## config.mk

```make
export PLATFORM = sky130hd
export DESIGN_NAME = civ_frequency_frame_decoder_core
export DESIGN_NICKNAME = d
export VERILOG_FILES = /design/src/civ_fd_pkg.sv /design/src/civ_frequency_frame_decoder_core.sv /design/src/civ_fd_front.sv /design/src/civ_fd_queue.sv /design/src/civ_fd_back.sv
export SDC_FILE = /design/constraint.sdc
export NUM_CORES = 1
export LEC_CHECK = 0
export BUFFER_PORTS_ARGS = -buffer_cell sky130_fd_sc_hd__buf_4
export CAP_MARGIN = 20
export CORE_AREA = 2 2 209 253
export DETAILED_ROUTE_END_ITERATION = 10
export DIE_AREA = 0 0 211 255
export SLEW_MARGIN = 20
export SYNTH_ARGS = -nofsm -noshare
export SYNTH_HDL_FRONTEND = slang
export SYNTH_HIERARCHICAL = 1
export SYNTH_SLANG_ARGS = --single-unit
```

## constraint.sdc

```tcl
create_clock -name clk_i -period 8.4 [get_ports clk_i]
set_clock_uncertainty 0.15 [all_clocks]
set_input_delay 2.52 -clock clk_i [delete_from_list [all_inputs] [get_ports clk_i]]
set_output_delay 2.52 -clock clk_i [all_outputs]
set_load 0.05 [all_outputs]
```

## src/civ_fd_pkg.sv

```systemverilog
// shared constants, types and band tables for the frame frequency decoder
// no dependencies; used by every module of the block
`default_nettype none

package civ_fd_pkg;

  localparam logic [7:0] EndByte     = 8'hFD;
  localparam logic [3:0] LastPos     = 4'd10;
  localparam logic [3:0] FirstData   = 4'd5;
  localparam int unsigned NumData    = 5;
  localparam int unsigned NumBands   = 11;
  localparam int unsigned QueueDepth = 2;

  localparam int unsigned FreqW = 31;
  localparam int unsigned BandW = 4;
  localparam int unsigned AntW  = 2;

  // digit weights of the data bytes, 10 Hz units
  localparam logic [FreqW-1:0] Weight1 = 31'd10;
  localparam logic [FreqW-1:0] Weight2 = 31'd1000;
  localparam logic [FreqW-1:0] Weight3 = 31'd100000;
  localparam logic [FreqW-1:0] Weight4 = 31'd10000000;
  // x/10 as (x*205)>>11, exact for x below 1029
  localparam logic [15:0] RecipTen   = 16'd205;
  localparam int unsigned RecipShift = 11;

  localparam logic [AntW-1:0] AntNone = 2'd0;
  localparam logic [AntW-1:0] AntHigh = 2'd1;
  localparam logic [AntW-1:0] AntLow  = 2'd2;

  localparam logic [FreqW-1:0] BandLo [NumBands] = '{
    31'd181000, 31'd350000, 31'd535100, 31'd700000, 31'd1010000, 31'd1400000,
    31'd1806800, 31'd2100000, 31'd2489000, 31'd2800000, 31'd5000000
  };
  localparam logic [FreqW-1:0] BandHi [NumBands] = '{
    31'd200000, 31'd380000, 31'd536600, 31'd720000, 31'd1015000, 31'd1435000,
    31'd1816800, 31'd2145000, 31'd2499000, 31'd2970000, 31'd5200000
  };
  localparam logic [BandW-1:0] FirstHighBand = 4'd6;

  // data bytes of one complete frame, positions 5..9
  typedef logic [7:0] frame_data_t [NumData];

  // bands are disjoint, so at most one range matches
  function automatic logic [BandW-1:0] classify_band(input logic [FreqW-1:0] f);
    logic [BandW-1:0] band;
    band = '0;
    for (int i = 0; i < NumBands; i++) begin
      if (f >= BandLo[i] && f <= BandHi[i]) begin
        band = BandW'(i + 1);
      end
    end
    return band;
  endfunction

  function automatic logic [AntW-1:0] pick_antenna(input logic [BandW-1:0] band);
    logic [AntW-1:0] ant;
    if (band == '0) begin
      ant = AntNone;
    end else if (band < FirstHighBand) begin
      ant = AntLow;
    end else if (band <= BandW'(NumBands)) begin
      ant = AntHigh;
    end else begin
      ant = AntNone;
    end
    return ant;
  endfunction

endpackage

`default_nettype wire

```

## src/civ_frequency_frame_decoder_core.sv

```systemverilog
// top level of the radio control frame frequency decoder
// instantiates civ_fd_front, civ_fd_queue and civ_fd_back; uses civ_fd_pkg
`default_nettype none

// Takes one received byte per cycle on the rx channel and gives one result
// (frequency in 10 Hz units, band 1..11 or 0, antenna 0..2) for each frame
// whose eleventh byte is the end byte 0xFD. Bytes are accepted back to back
// while the frame queue has room; once its end byte is taken, a frame passes
// through the queue and the decode pipeline (weigh digits, sum, classify)
// to the result. The queue of QueueDepth frames lets bytes keep flowing while
// results wait at the output register.
module civ_frequency_frame_decoder_core #(
  parameter int unsigned QueueDepth = civ_fd_pkg::QueueDepth
) (
  input  wire logic                       clk_i,
  input  wire logic                       rst_ni,
  input  wire logic [7:0]                 rx_byte_i,
  input  wire logic                       rx_valid_i,
  output logic                            rx_ready_o,
  output logic [civ_fd_pkg::FreqW-1:0]    frequency_o,
  output logic [civ_fd_pkg::BandW-1:0]    band_o,
  output logic [civ_fd_pkg::AntW-1:0]     antenna_o,
  output logic                            res_valid_o,
  input  wire logic                       res_ready_i
);

  logic                    push, space, q_valid, pop;
  civ_fd_pkg::frame_data_t push_frame, pop_frame;

  civ_fd_front u_front (
    .clk_i      (clk_i),
    .rst_ni     (rst_ni),
    .rx_byte_i  (rx_byte_i),
    .rx_valid_i (rx_valid_i),
    .rx_ready_o (rx_ready_o),
    .push_o     (push),
    .frame_o    (push_frame),
    .space_i    (space)
  );

  civ_fd_queue #(
    .Depth (QueueDepth)
  ) u_queue (
    .clk_i   (clk_i),
    .rst_ni  (rst_ni),
    .push_i  (push),
    .frame_i (push_frame),
    .space_o (space),
    .valid_o (q_valid),
    .pop_i   (pop),
    .frame_o (pop_frame)
  );

  civ_fd_back u_back (
    .clk_i       (clk_i),
    .rst_ni      (rst_ni),
    .valid_i     (q_valid),
    .pop_o       (pop),
    .frame_i     (pop_frame),
    .frequency_o (frequency_o),
    .band_o      (band_o),
    .antenna_o   (antenna_o),
    .valid_o     (res_valid_o),
    .ready_i     (res_ready_i)
  );

  // a frame is pushed only when the queue has room
  assert property (@(posedge clk_i) disable iff (!rst_ni) push |-> space)
    else $error("frame pushed into a full queue");

  // the decoder never pops an empty queue
  assert property (@(posedge clk_i) disable iff (!rst_ni) pop |-> q_valid)
    else $error("pop from an empty queue");

  // antenna is none exactly when the band is none
  assert property (@(posedge clk_i) disable iff (!rst_ni)
    res_valid_o |-> ((band_o == '0) == (antenna_o == civ_fd_pkg::AntNone)))
    else $error("antenna does not match band");

  // an in-band result lies within the outer band limits
  assert property (@(posedge clk_i) disable iff (!rst_ni)
    (res_valid_o && band_o != '0) |->
      (frequency_o >= civ_fd_pkg::BandLo[0] &&
       frequency_o <= civ_fd_pkg::BandHi[civ_fd_pkg::NumBands-1]))
    else $error("band given for a frequency outside all bands");

endmodule

`default_nettype wire

```

## src/civ_fd_front.sv

```systemverilog
// front end: tracks the frame write position, keeps data bytes 5..9 and
// hands a complete frame to the queue; uses civ_fd_pkg
`default_nettype none

module civ_fd_front (
  input  wire logic                   clk_i,
  input  wire logic                   rst_ni,
  input  wire logic [7:0]             rx_byte_i,
  input  wire logic                   rx_valid_i,
  output logic                        rx_ready_o,
  output logic                        push_o,
  output civ_fd_pkg::frame_data_t     frame_o,
  input  wire logic                   space_i
);

  logic [3:0] pos_q, pos_d;
  logic [7:0] data_q [civ_fd_pkg::NumData];
  logic       accept;
  logic       last;
  logic       is_end;
  logic       in_data;
  logic [2:0] data_off;

  assign rx_ready_o = space_i;
  assign accept     = rx_valid_i && space_i;
  assign last       = pos_q >= civ_fd_pkg::LastPos;
  assign is_end     = rx_byte_i == civ_fd_pkg::EndByte;
  assign in_data    = pos_q >= civ_fd_pkg::FirstData && !last;
  assign data_off   = 3'(pos_q - civ_fd_pkg::FirstData);

  always_comb begin
    pos_d = pos_q;
    if (accept) begin
      if (is_end || last) begin
        pos_d = '0;
      end else begin
        pos_d = pos_q + 4'd1;
      end
    end
  end

  always_ff @(posedge clk_i or negedge rst_ni) begin
    if (!rst_ni) begin
      pos_q <= '0;
    end else begin
      pos_q <= pos_d;
    end
  end

  always_ff @(posedge clk_i) begin
    if (accept && in_data) begin
      data_q[data_off] <= rx_byte_i;
    end
  end

  // frame is complete only when the eleventh byte is the end byte
  assign push_o  = accept && last && is_end;
  assign frame_o = data_q;

endmodule

`default_nettype wire

```

## src/civ_fd_queue.sv

```systemverilog
// short queue of complete frames between the front end and the decoder
// uses civ_fd_pkg for the frame type
`default_nettype none

module civ_fd_queue #(
  parameter int unsigned Depth = civ_fd_pkg::QueueDepth
) (
  input  wire logic                   clk_i,
  input  wire logic                   rst_ni,
  input  wire logic                   push_i,
  input  civ_fd_pkg::frame_data_t     frame_i,
  output logic                        space_o,
  output logic                        valid_o,
  input  wire logic                   pop_i,
  output civ_fd_pkg::frame_data_t     frame_o
);

  localparam int unsigned PtrW = $clog2(Depth);
  localparam int unsigned CntW = $clog2(Depth + 1);

  civ_fd_pkg::frame_data_t mem [Depth];
  logic [PtrW-1:0] wr_ptr_q, rd_ptr_q;
  logic [CntW-1:0] count_q;
  logic            do_push, do_pop;

  assign space_o = count_q != CntW'(Depth);
  assign valid_o = count_q != '0;
  assign do_push = push_i && space_o;
  assign do_pop  = pop_i && valid_o;
  assign frame_o = mem[rd_ptr_q];

  always_ff @(posedge clk_i or negedge rst_ni) begin
    if (!rst_ni) begin
      wr_ptr_q <= '0;
      rd_ptr_q <= '0;
      count_q  <= '0;
    end else begin
      if (do_push) begin
        wr_ptr_q <= (wr_ptr_q == PtrW'(Depth - 1)) ? '0 : wr_ptr_q + PtrW'(1);
      end
      if (do_pop) begin
        rd_ptr_q <= (rd_ptr_q == PtrW'(Depth - 1)) ? '0 : rd_ptr_q + PtrW'(1);
      end
      if (do_push && !do_pop) begin
        count_q <= count_q + CntW'(1);
      end else if (do_pop && !do_push) begin
        count_q <= count_q - CntW'(1);
      end
    end
  end

  always_ff @(posedge clk_i) begin
    if (do_push) begin
      mem[wr_ptr_q] <= frame_i;
    end
  end

endmodule

`default_nettype wire

```

## src/civ_fd_back.sv

```systemverilog
// decoder: weighs the digit pairs, sums them and classifies band and antenna
// in an elastic three stage pipeline; uses civ_fd_pkg
`default_nettype none

module civ_fd_back (
  input  wire logic                       clk_i,
  input  wire logic                       rst_ni,
  input  wire logic                       valid_i,
  output logic                            pop_o,
  input  civ_fd_pkg::frame_data_t         frame_i,
  output logic [civ_fd_pkg::FreqW-1:0]    frequency_o,
  output logic [civ_fd_pkg::BandW-1:0]    band_o,
  output logic [civ_fd_pkg::AntW-1:0]     antenna_o,
  output logic                            valid_o,
  input  wire logic                       ready_i
);

  localparam int unsigned W = civ_fd_pkg::FreqW;

  logic       v1_q, v2_q, v3_q;
  logic       ld1, ld2, ld3;
  logic       free1, free2;

  logic [7:0]   pair [civ_fd_pkg::NumData];
  logic [15:0]  tenth_prod;
  logic [W-1:0] term_d [civ_fd_pkg::NumData];
  logic [W-1:0] term_q [civ_fd_pkg::NumData];
  logic [W-1:0] sum_q;
  logic [W-1:0] freq_q;
  logic [civ_fd_pkg::BandW-1:0] band_q;
  logic [civ_fd_pkg::AntW-1:0]  ant_q;
  logic [civ_fd_pkg::BandW-1:0] band_d;

  // stall control, a stage loads when the one after it has room
  assign ld3   = v2_q && (!v3_q || ready_i);
  assign free2 = !v2_q || ld3;
  assign ld2   = v1_q && free2;
  assign free1 = !v1_q || ld2;
  assign ld1   = valid_i && free1;
  assign pop_o = ld1;

  // nibbles used as they are, no bcd check
  always_comb begin
    for (int i = 0; i < civ_fd_pkg::NumData; i++) begin
      pair[i] = {4'd0, frame_i[i][7:4]} * 8'd10 + {4'd0, frame_i[i][3:0]};
    end
    tenth_prod = {8'd0, pair[0]} * civ_fd_pkg::RecipTen;
    term_d[0]  = W'(tenth_prod >> civ_fd_pkg::RecipShift);
    term_d[1]  = W'(pair[1]) * civ_fd_pkg::Weight1;
    term_d[2]  = W'(pair[2]) * civ_fd_pkg::Weight2;
    term_d[3]  = W'(pair[3]) * civ_fd_pkg::Weight3;
    term_d[4]  = W'(pair[4]) * civ_fd_pkg::Weight4;
  end

  assign band_d = civ_fd_pkg::classify_band(sum_q);

  always_ff @(posedge clk_i or negedge rst_ni) begin
    if (!rst_ni) begin
      v1_q <= 1'b0;
      v2_q <= 1'b0;
      v3_q <= 1'b0;
    end else begin
      if (free1) begin
        v1_q <= valid_i;
      end
      if (free2) begin
        v2_q <= v1_q;
      end
      if (ld3) begin
        v3_q <= 1'b1;
      end else if (ready_i) begin
        v3_q <= 1'b0;
      end
    end
  end

  always_ff @(posedge clk_i) begin
    if (ld1) begin
      term_q <= term_d;
    end
    if (ld2) begin
      sum_q <= term_q[0] + term_q[1] + term_q[2] + term_q[3] + term_q[4];
    end
    if (ld3) begin
      freq_q <= sum_q;
      band_q <= band_d;
      ant_q  <= civ_fd_pkg::pick_antenna(band_d);
    end
  end

  assign frequency_o = freq_q;
  assign band_o      = band_q;
  assign antenna_o   = ant_q;
  assign valid_o     = v3_q;

endmodule

`default_nettype wire

```

Word level (Yosys, flattened, before mapping) --
Memories as Yosys holds them, arrays and structs flattened. Index checks and enable logic that the tools add are counted.
Storage, ports and cells: bits in registers 194, latch bits 0, memory bits (writable) 80, bits in read-only memories 0, input bits 12, output and inout port bits 39, word-level logic and storage cells 143, memories kept 1
Cells by class: $add $sub $neg 15, multiply operators 10, divide/modulo/power cells 0, magnitude comparators 28, equal/unequal tests 2, shift operators 0, mux-type cells 25, bitwise logic cells 1, reduce and logical (&&, ||, !) cells 39
Memory list:
- u_queue.mem | words 2, width 40, read ports 1, clocked after memory_dff 0, write ports 1, line civ_fd_queue.sv:21 | civ_fd_pkg::frame_data_t mem [Depth];
Operator list (count):
- $ge A31 B20 Y1 const B | 3
- $ge A31 B22 Y1 const B | 3
- $le A31 B20 Y1 const B | 3
- $le A31 B22 Y1 const B | 3
- $ge A31 B21 Y1 const B | 2
- $le A31 B21 Y1 const B | 2
- $add A8 B4 Y8 | 5
- $bwmux W40 | 1
- $mul A4 B3 Y7 const B | 5
- $add A31 B18 Y31 | 1
- $add A31 B25 Y31 | 1
- $add A31 B31 Y31 | 1
- $ge A31 B18 Y1 const B | 1
- $ge A31 B19 Y1 const B | 1
- $ge A31 B23 Y1 const B | 1
- $le A31 B18 Y1 const B | 1
- $le A31 B19 Y1 const B | 1
- $le A31 B23 Y1 const B | 1
- $demux W8 S3 | 1
- $logic_and A1 B1 Y1 | 24
- $mul A8 B17 Y24 const B | 1
- $mul A8 B12 Y20 const B | 1
- $mux W4 | 5
- $mul A8 B8 Y16 const B | 1
- 25 further kinds | 51

Depth between registers and ports, before layout --
Gate-level depths: netlist of run 1.
word-level depth 16, mapped depth 27, gate-level depth less buffers 25

Hierarchy --
Netlist of run 1, hierarchy kept.
By module, submodules not included:
- civ_fd_back | times used 1, cells an instance 1457, area an instance 15472.3 sq um, sequential area each 4369.2 sq um
- civ_fd_queue | times used 1, cells an instance 143, area an instance 3284.4 sq um, sequential area each 2502.4 sq um
- civ_fd_front | times used 1, cells an instance 86, area an instance 1584.0 sq um, sequential area each 1301.2 sq um

Worst setup path before layout of run 1 --
No wires, ideal clock.
kind in2reg, start point in res_ready_i, end point reg u_queue.count_q[1], arrival time 9626 ps, path slack -1456 ps, stages on the path 7, cell sequence nand2b_1 nor2_1 a21boi_0 nand2_1 ha_1 nor2_1 xor2_1
On the way: cells in the longest elaborated chain, start to end 10, elaborated cells on any way between the ends 12
Ends and longest elaborated chain:
- from (decl) | line civ_frequency_frame_decoder_core.sv:24 | input wire logic res_ready_i
- $logic_or A1 B1 Y1 * | line civ_fd_back.sv:35 | assign ld3 = v2_q && (!v3_q || ready_i);
- $logic_and A1 B1 Y1 * | line civ_fd_back.sv:35
- $logic_or A1 B1 Y1 * | line civ_fd_back.sv:36 | assign free2 = !v2_q || ld3;
- $logic_and A1 B1 Y1 * | line civ_fd_back.sv:37 | assign ld2 = v1_q && free2;
- $logic_or A1 B1 Y1 * | line civ_fd_back.sv:38 | assign free1 = !v1_q || ld2;
- $logic_and A1 B1 Y1 * | line civ_fd_back.sv:39 | assign ld1 = valid_i && free1;
- named net pop | line civ_frequency_frame_decoder_core.sv:27 | logic push, space, q_valid, pop;
- $logic_and A1 B1 Y1 * | line civ_fd_queue.sv:29 | assign do_pop = pop_i && valid_o;
- $logic_not A1 Y1 | line civ_fd_queue.sv:44 | if (do_push && !do_pop) begin
- $logic_and A1 B1 Y1 | line civ_fd_queue.sv:44
- $mux W2 or $reduce_bool A2 Y1 (tied branches)
- to (signal assigned) | line civ_fd_queue.sv:45 | count_q <= count_q + CntW'(1);
- to (signal assigned) | line civ_fd_queue.sv:47 | count_q <= count_q - CntW'(1);
- to (decl) | line civ_fd_queue.sv:23 | logic [CntW-1:0] count_q;
Mark *: on every way through the listed nets, which the timed path passes. The rest lies on a longest branch. A chain may end at the register's enable or synchronous reset.

==> flow_summary.toml, run 1 <==
[status]
outcome = "finished clean"

[yosys]
synth_ff_type = "edfxtp_1"
syn_area_per_cell_um2 = 12.1
muxShareOfSynthArea_pct = 3.38
syn-num-nets = 2099
synth_area_um2 = 20300
ys_async_sr_fraction_pct = 4.01
ys_seq_area_share_pct = 40.2
synth_seq_cells = 274
yosys.cell_types.count = 95
synth_edf_count = 263
yosys.area_share.xor_xnor_pct = 4.74
synthAdderAreaFrac_pct = 28.2
synth_compound_gate_area_share_pct = 9.46
netlist_instances = 1686
synth_top_family_by_area = "adder cells"
yosysWarnings = 6
synth-simple-area-share_pct = 9.33

[cells_and_area]
seqCellArea_um2 = 8170
multi_input_area_um2 = 11200
layout_common_cells = "ha_1, edfxtp_1, inv_1"
final_area_um2 = 22400
fill_cells = 4734
drive_gt1_share_pct = 11.3
final_common_cell = "ha_1"
antenna_cells = 0
areaGrowthSynthToFinish_pct = 10.2
nNetsFinal = 2154

[timing]
worstMarginPinSlew_ns = 1.15
setup_tns_ns = 0
relSlewSlack_pct = 22.6
period_minus_slack_ns = 7.04
setup_violations = 0
period_share_pct = 83.8
slew_viol_final = 0
rsz0062_at_grt = "false"
finalHoldViolations = 0
fmaxAchievable_mhz = 142
timing.final.ws_setup_ns = 1.36

[floorplan]
rows = 92
die_area_um2 = 53800
core_um2 = 51700
initial_utilization_pct = 39.4
die_y_um = 255
die_w_um = 211
pin_count = 51

[cts]
cts_inserted_buffers = 30
cts.repair.resized = 0
holdBufCountCts = 0
cts_tree = "built"
path_clk_slew_ns = 0.06
root_buffer = "clkbuf_16"
clk_path_buf_depth = 3
htree_levels = 1
cts.sinks = 274
clock_latency_ns = 0.57
cts_setup_buffers = 0

[placed_design]
placed_area_um2 = 21300
portBuffers = 50
pre_cts_ws_ns = 1.31
gp_congestion = 0.897
place_hpwl_um = 31800

[setup_path]
crit_path_start_kind = "flop"
worst-path-buf-inv = 5
cp_max_fo = 35
slowest_delay_ns = 0.57
path_class = "flop to flop"
crit_arrival_ns = 7.19
end_kind = "flop"
critical_path.top_delay_family = "adder cells"
cp_slowest_cell = "buf_4"
cp_data_required_time_ns = 8.55

[route]
drtIter0Drc = 557
wl_per_cell_um = 16.9
ant_nets = 0
num_vias = 12600
drtPass1Iterations = 5
routed_wl_um = 40900
drc_errors = 0
via_per_inst = 5.18

[grt]
grt_max_degree = 57
grt_pass1_vias = 13000
track_usage_pct = 15.5
grt_pass1_wl_um = 66700
antenna_found_initial = 0
grt-ovfl-total = 0

[worst_hold_path]
hp-class = "flop to flop"

[flow_run]
drv_cap = 0
-- metal layers --
layer | share of wire [%] | up-vias | track usage (%)
li1 | - | 6221 | -
met1 | 43 | 6065 | 18.7
met5 | 0 | - | 0
met2 | 51 | 205 | 28.9
met4 | 2.6 | 0 | 4.63
met3 | 3.3 | 66 | 1.66
-- worst register-to-register path, stage by stage, from the launching register on --
cell and delay [ns]:
dfrtp_2 0.48, buf_4 0.57, mux2_4 0.28, ha_1 0.15, inv_1 0.05, fa_1 0.40
nor2b_1 0.16, o21bai_1 0.11, mux2i_1 0.14, a22oi_1 0.24, inv_1 0.21, ha_1 0.36
fa_1 0.51, inv_1 0.05, fa_1 0.50, inv_1 0.06, fa_1 0.48, ha_1 0.38
o21ai_0 0.15, a211oi_1 0.24, o21ai_0 0.15, a21oi_1 0.24, o211ai_1 0.16, a21oi_1 0.26
mux2i_1 0.22, nand4_1 0.09
-- cell usage after synthesis, types with 9 or more instances --
cell	count	area [µm²]
nor3_1	38	190
o211ai_1	11	82.6
and2_1	9	56.3
o21bai_1	10	75.1
o21ai_0	41	205
edfxtp_1	263	7900
xnor2_1	75	657
xor2_1	35	307
nand2_1	81	304
nor4_1	10	62.6
a21oi_1	80	400
a21o_1	33	248
a211oi_1	12	90.1
mux2_4	39	586
dfrtp_1	11	275
nand2b_1	14	87.6
and3_1	13	81.3
nor2_1	71	267
ha_1	306	3830
buf_2	10	50.1
nor2b_1	17	106
inv_1	180	676
o21a_1	15	113
fa_1	95	1900
or2_2	9	56.3
nand3_1	34	170
-- logic make-up after synthesis --
family / count (synthesis)
adders and majority gates: 401
and+or+nand+nor: 357
AOI/OAI and AO/OA: 281
DFF: 274
buffers and inverters: 214
xor gates and xnor gates: 110
muxes: 49
-- stage by stage --
stage	hold slack [ns]	instances	utilization, %
global placement	0.265	2366	41.2
CTS	0.278	2423	43.4
floorplan	0.250	1686	-
finish	0.276	2423	43.4
detailed placement	0.264	2367	41.3
global route	0.286	2423	43.4
-- state kept, by name (all words and copies together), names as in the netlist --
register / cells
u_front/pos_q: 4
u_queue/count_q: 2
u_back/valid_o: 1
u_back/v1_q: 1
u_back/frequency_o: 31
u_back/term_q: 75
u_back/sum_q: 31
u_queue/wr_ptr_q: 1
u_queue/mem: 80
u_front/frame_o: 40
u_back/band_o: 4
u_queue/rd_ptr_q: 1
u_back/antenna_o: 2
u_back/v2_q: 1
-- worst paths after layout --
check	from	to	slack [ns]	depth (start not counted)
max reg2reg	u_queue/rd_ptr_q	u_back/term_q[30]	1.36	25
min in group asynchronous	rst_ni	u_front/pos_q[2]	1.64	1
max	u_queue/rd_ptr_q	u_back/term_q[30]	1.36	25
min reg2reg	u_back/term_q[124]	u_back/sum_q[0]	0.28	0
min	u_back/term_q[124]	u_back/sum_q[0]	0.28	0
max in group asynchronous	rst_ni	u_queue/rd_ptr_q	6.28	1
-- area by class of cell --
type / count / share of cell area [%]
flip-flops and latches: 274 / 36.5
clock inverters: 20 / 1.03
well taps: 658 / 3.67
multi-input cells: 1198 / 50.1
inverters: 180 / 3.01
repair buffers: 57 / 1.97
clock buffers: 36 / 3.72
Power of run 1 is not shown: default switching activity piles up to over one toggle a cycle in this logic, so the estimate is an artifact.
==> run 2: changes to the inputs <==
Clock period 8.4 ns to 7 ns, I/O delays scaled along.
==> run 2 against run 1 <==
  * Setup slack got worse by 0.99 ns
  * Global-route usage is 0.37 points lower
  * Final cell count grew 0.41%
  * Register-to-register slack got worse by 0.99 ns
  * Non-clock buffer count is 13 higher
  * Critical path depth down 1
  * Clock-buffer cell count is 2 higher
  * Critical path type unchanged
  * Highest routed layer unchanged
==> flow_summary.toml, run 2 (synthesis results as in run 1) <==
[status]
outcome = "finished clean"

[floorplan]
initial_utilization_pct = 39.4
die_area_um2 = 53800
die_w_um = 211
core_um2 = 51700
rows = 92
pin_count = 51
die_y_um = 255

[route]
via_per_inst = 5.21
wl_per_cell_um = 16.5
ant_nets = 0
routed_wl_um = 40100
drtPass1Iterations = 5
num_vias = 12700
drc_errors = 0
drtIter0Drc = 467

[grt]
antenna_found_initial = 0
gr-usage-met2_pct = 27.9
use_met1_pct = 18.1
grt-ovfl-total = 0
grt_pass1_vias = 13100
grt_max_degree = 51
busiest_layer = "met2"
track_usage_pct = 15.1
grt_pass1_wl_um = 65800
met3_usage_pct = 1.84

[setup_path]
end_kind = "flop"
cp_max_fo = 7
crit_path_start_kind = "flop"
cp_data_required_time_ns = 7.14
crit_arrival_ns = 6.77
path_class = "flop to flop"

[cts]
clock_latency_ns = 0.57
root_buffer = "clkbuf_16"
htree_levels = 1
cts_tree = "built"
path_clk_slew_ns = 0.06
clk_path_buf_depth = 3
cts.sinks = 274
cts_inserted_buffers = 29

[cells_and_area]
layout_common_cells = "ha_1, edfxtp_1, inv_1"
nNetsFinal = 2166
largest_reg_flops = 80
drive_gt1_share_pct = 11.7
areaGrowthSynthToFinish_pct = 9.88
antenna_cells = 0
top_register = "u_queue/mem"
final_common_cell = "ha_1"

[placed_design]
pre_cts_ws_ns = 0.148
gp_congestion = 0.889
portBuffers = 50
place_hpwl_um = 31500

[timing]
timing.final.ws_setup_ns = 0.372
slew_viol_final = 0
relSlewSlack_pct = 31.8
fmaxAchievable_mhz = 151
setup_violations = 0
worstMarginPinSlew_ns = 0.998
period_share_pct = 94.7
setup_tns_ns = 0
hold_slack_ns = 0.284
period_minus_slack_ns = 6.63
rsz0062_at_grt = "false"
finalHoldViolations = 0

[flow_run]
drv_cap = 0

[worst_hold_path]
hp-class = "flop to flop"
run 2: changes by cell type in the layout (fill, tap and decap cells not counted), moves of 2 or more:
| cell | change |
|---|---|
| a21oi_1 | -2 |
| a21oi_2 | +2 |
| buf_4 | +11 |
| bufinv_16 | -3 |
| clkbuf_1 | +6 |
| clkbuf_16 | -2 |
| clkbuf_8 | -2 |
| clkinv_2 | +2 |
| clkinvlp_4 | -3 |
| inv_8 | -2 |
run 2: area by class of cell:
type                       instances  area [µm²]
inverter                         180         676
clock buffer                      38         779
tap                              658         823
fill                            4743       29300
sequential                       274        8170
timing repair buffer              70         539
multi-input combinational       1198       11200
clock inverter                    15         115
run 2: repair_timing:
item | in CTS | in global routing
setup endpoints to repair | 0 | 7
gates resized for setup | 0 | 5
buffers inserted | 0 | 2
hold buffers | 0 | 0
run 2: path summary, 6_finish.rpt:
path	slack (ns)	from	endpoint	depth (start not counted)
worst max-delay path	0.37	u_queue/rd_ptr_q	u_back/term_q[30]	24
worst min-delay path	0.28	u_back/term_q[124]	u_back/sum_q[0]	0
min in group asynchronous	1.22	rst_ni	u_front/pos_q[2]	1
max in group asynchronous	5.29	rst_ni	u_queue/rd_ptr_q	1
worst min register to register	0.28	u_back/term_q[124]	u_back/sum_q[0]	0
worst max register to register	0.37	u_queue/rd_ptr_q	u_back/term_q[30]	24
run 2: worst max-delay path, cell delays in order, from the launching register on:
cell	delay (ns)
dfrtp_2	0.48
mux2_4	0.36
ha_1	0.28
ha_1	0.22
fa_1	0.53
nand2_1	0.07
o21bai_1	0.19
mux2i_1	0.15
a22oi_2	0.17
inv_1	0.08
buf_4	0.16
ha_1	0.32
ha_1	0.33
fa_1	0.51
inv_1	0.06
fa_1	0.53
inv_1	0.04
ha_1	0.21
or4_1	0.53
o21ai_1	0.23
a21oi_2	0.11
o211ai_1	0.28
a21oi_2	0.11
mux2i_1	0.15
nand4_1	0.10
run 2: metal layers:
layer | part of all wire (%) | up-vias
met1 | 42 | 6126
met4 | 3.2 | 0
met5 | 0 | -
li1 | - | 6238
met3 | 3.3 | 80
met2 | 51 | 231
run 2: metrics by stage:
| step | area [µm²] | util [%] | instances |
|---|---|---|---|
| after floorplan | 20300 | - | 1686 |
| after global placement | 21400 | 41.4 | 2376 |
| after detailed placement | 21400 | 41.4 | 2377 |
| after CTS | 22300 | 43.2 | 2430 |
| after global routing | 22400 | 43.2 | 2433 |
| final | 22400 | 43.2 | 2433 |
Power of run 2 is left out for the same reason.
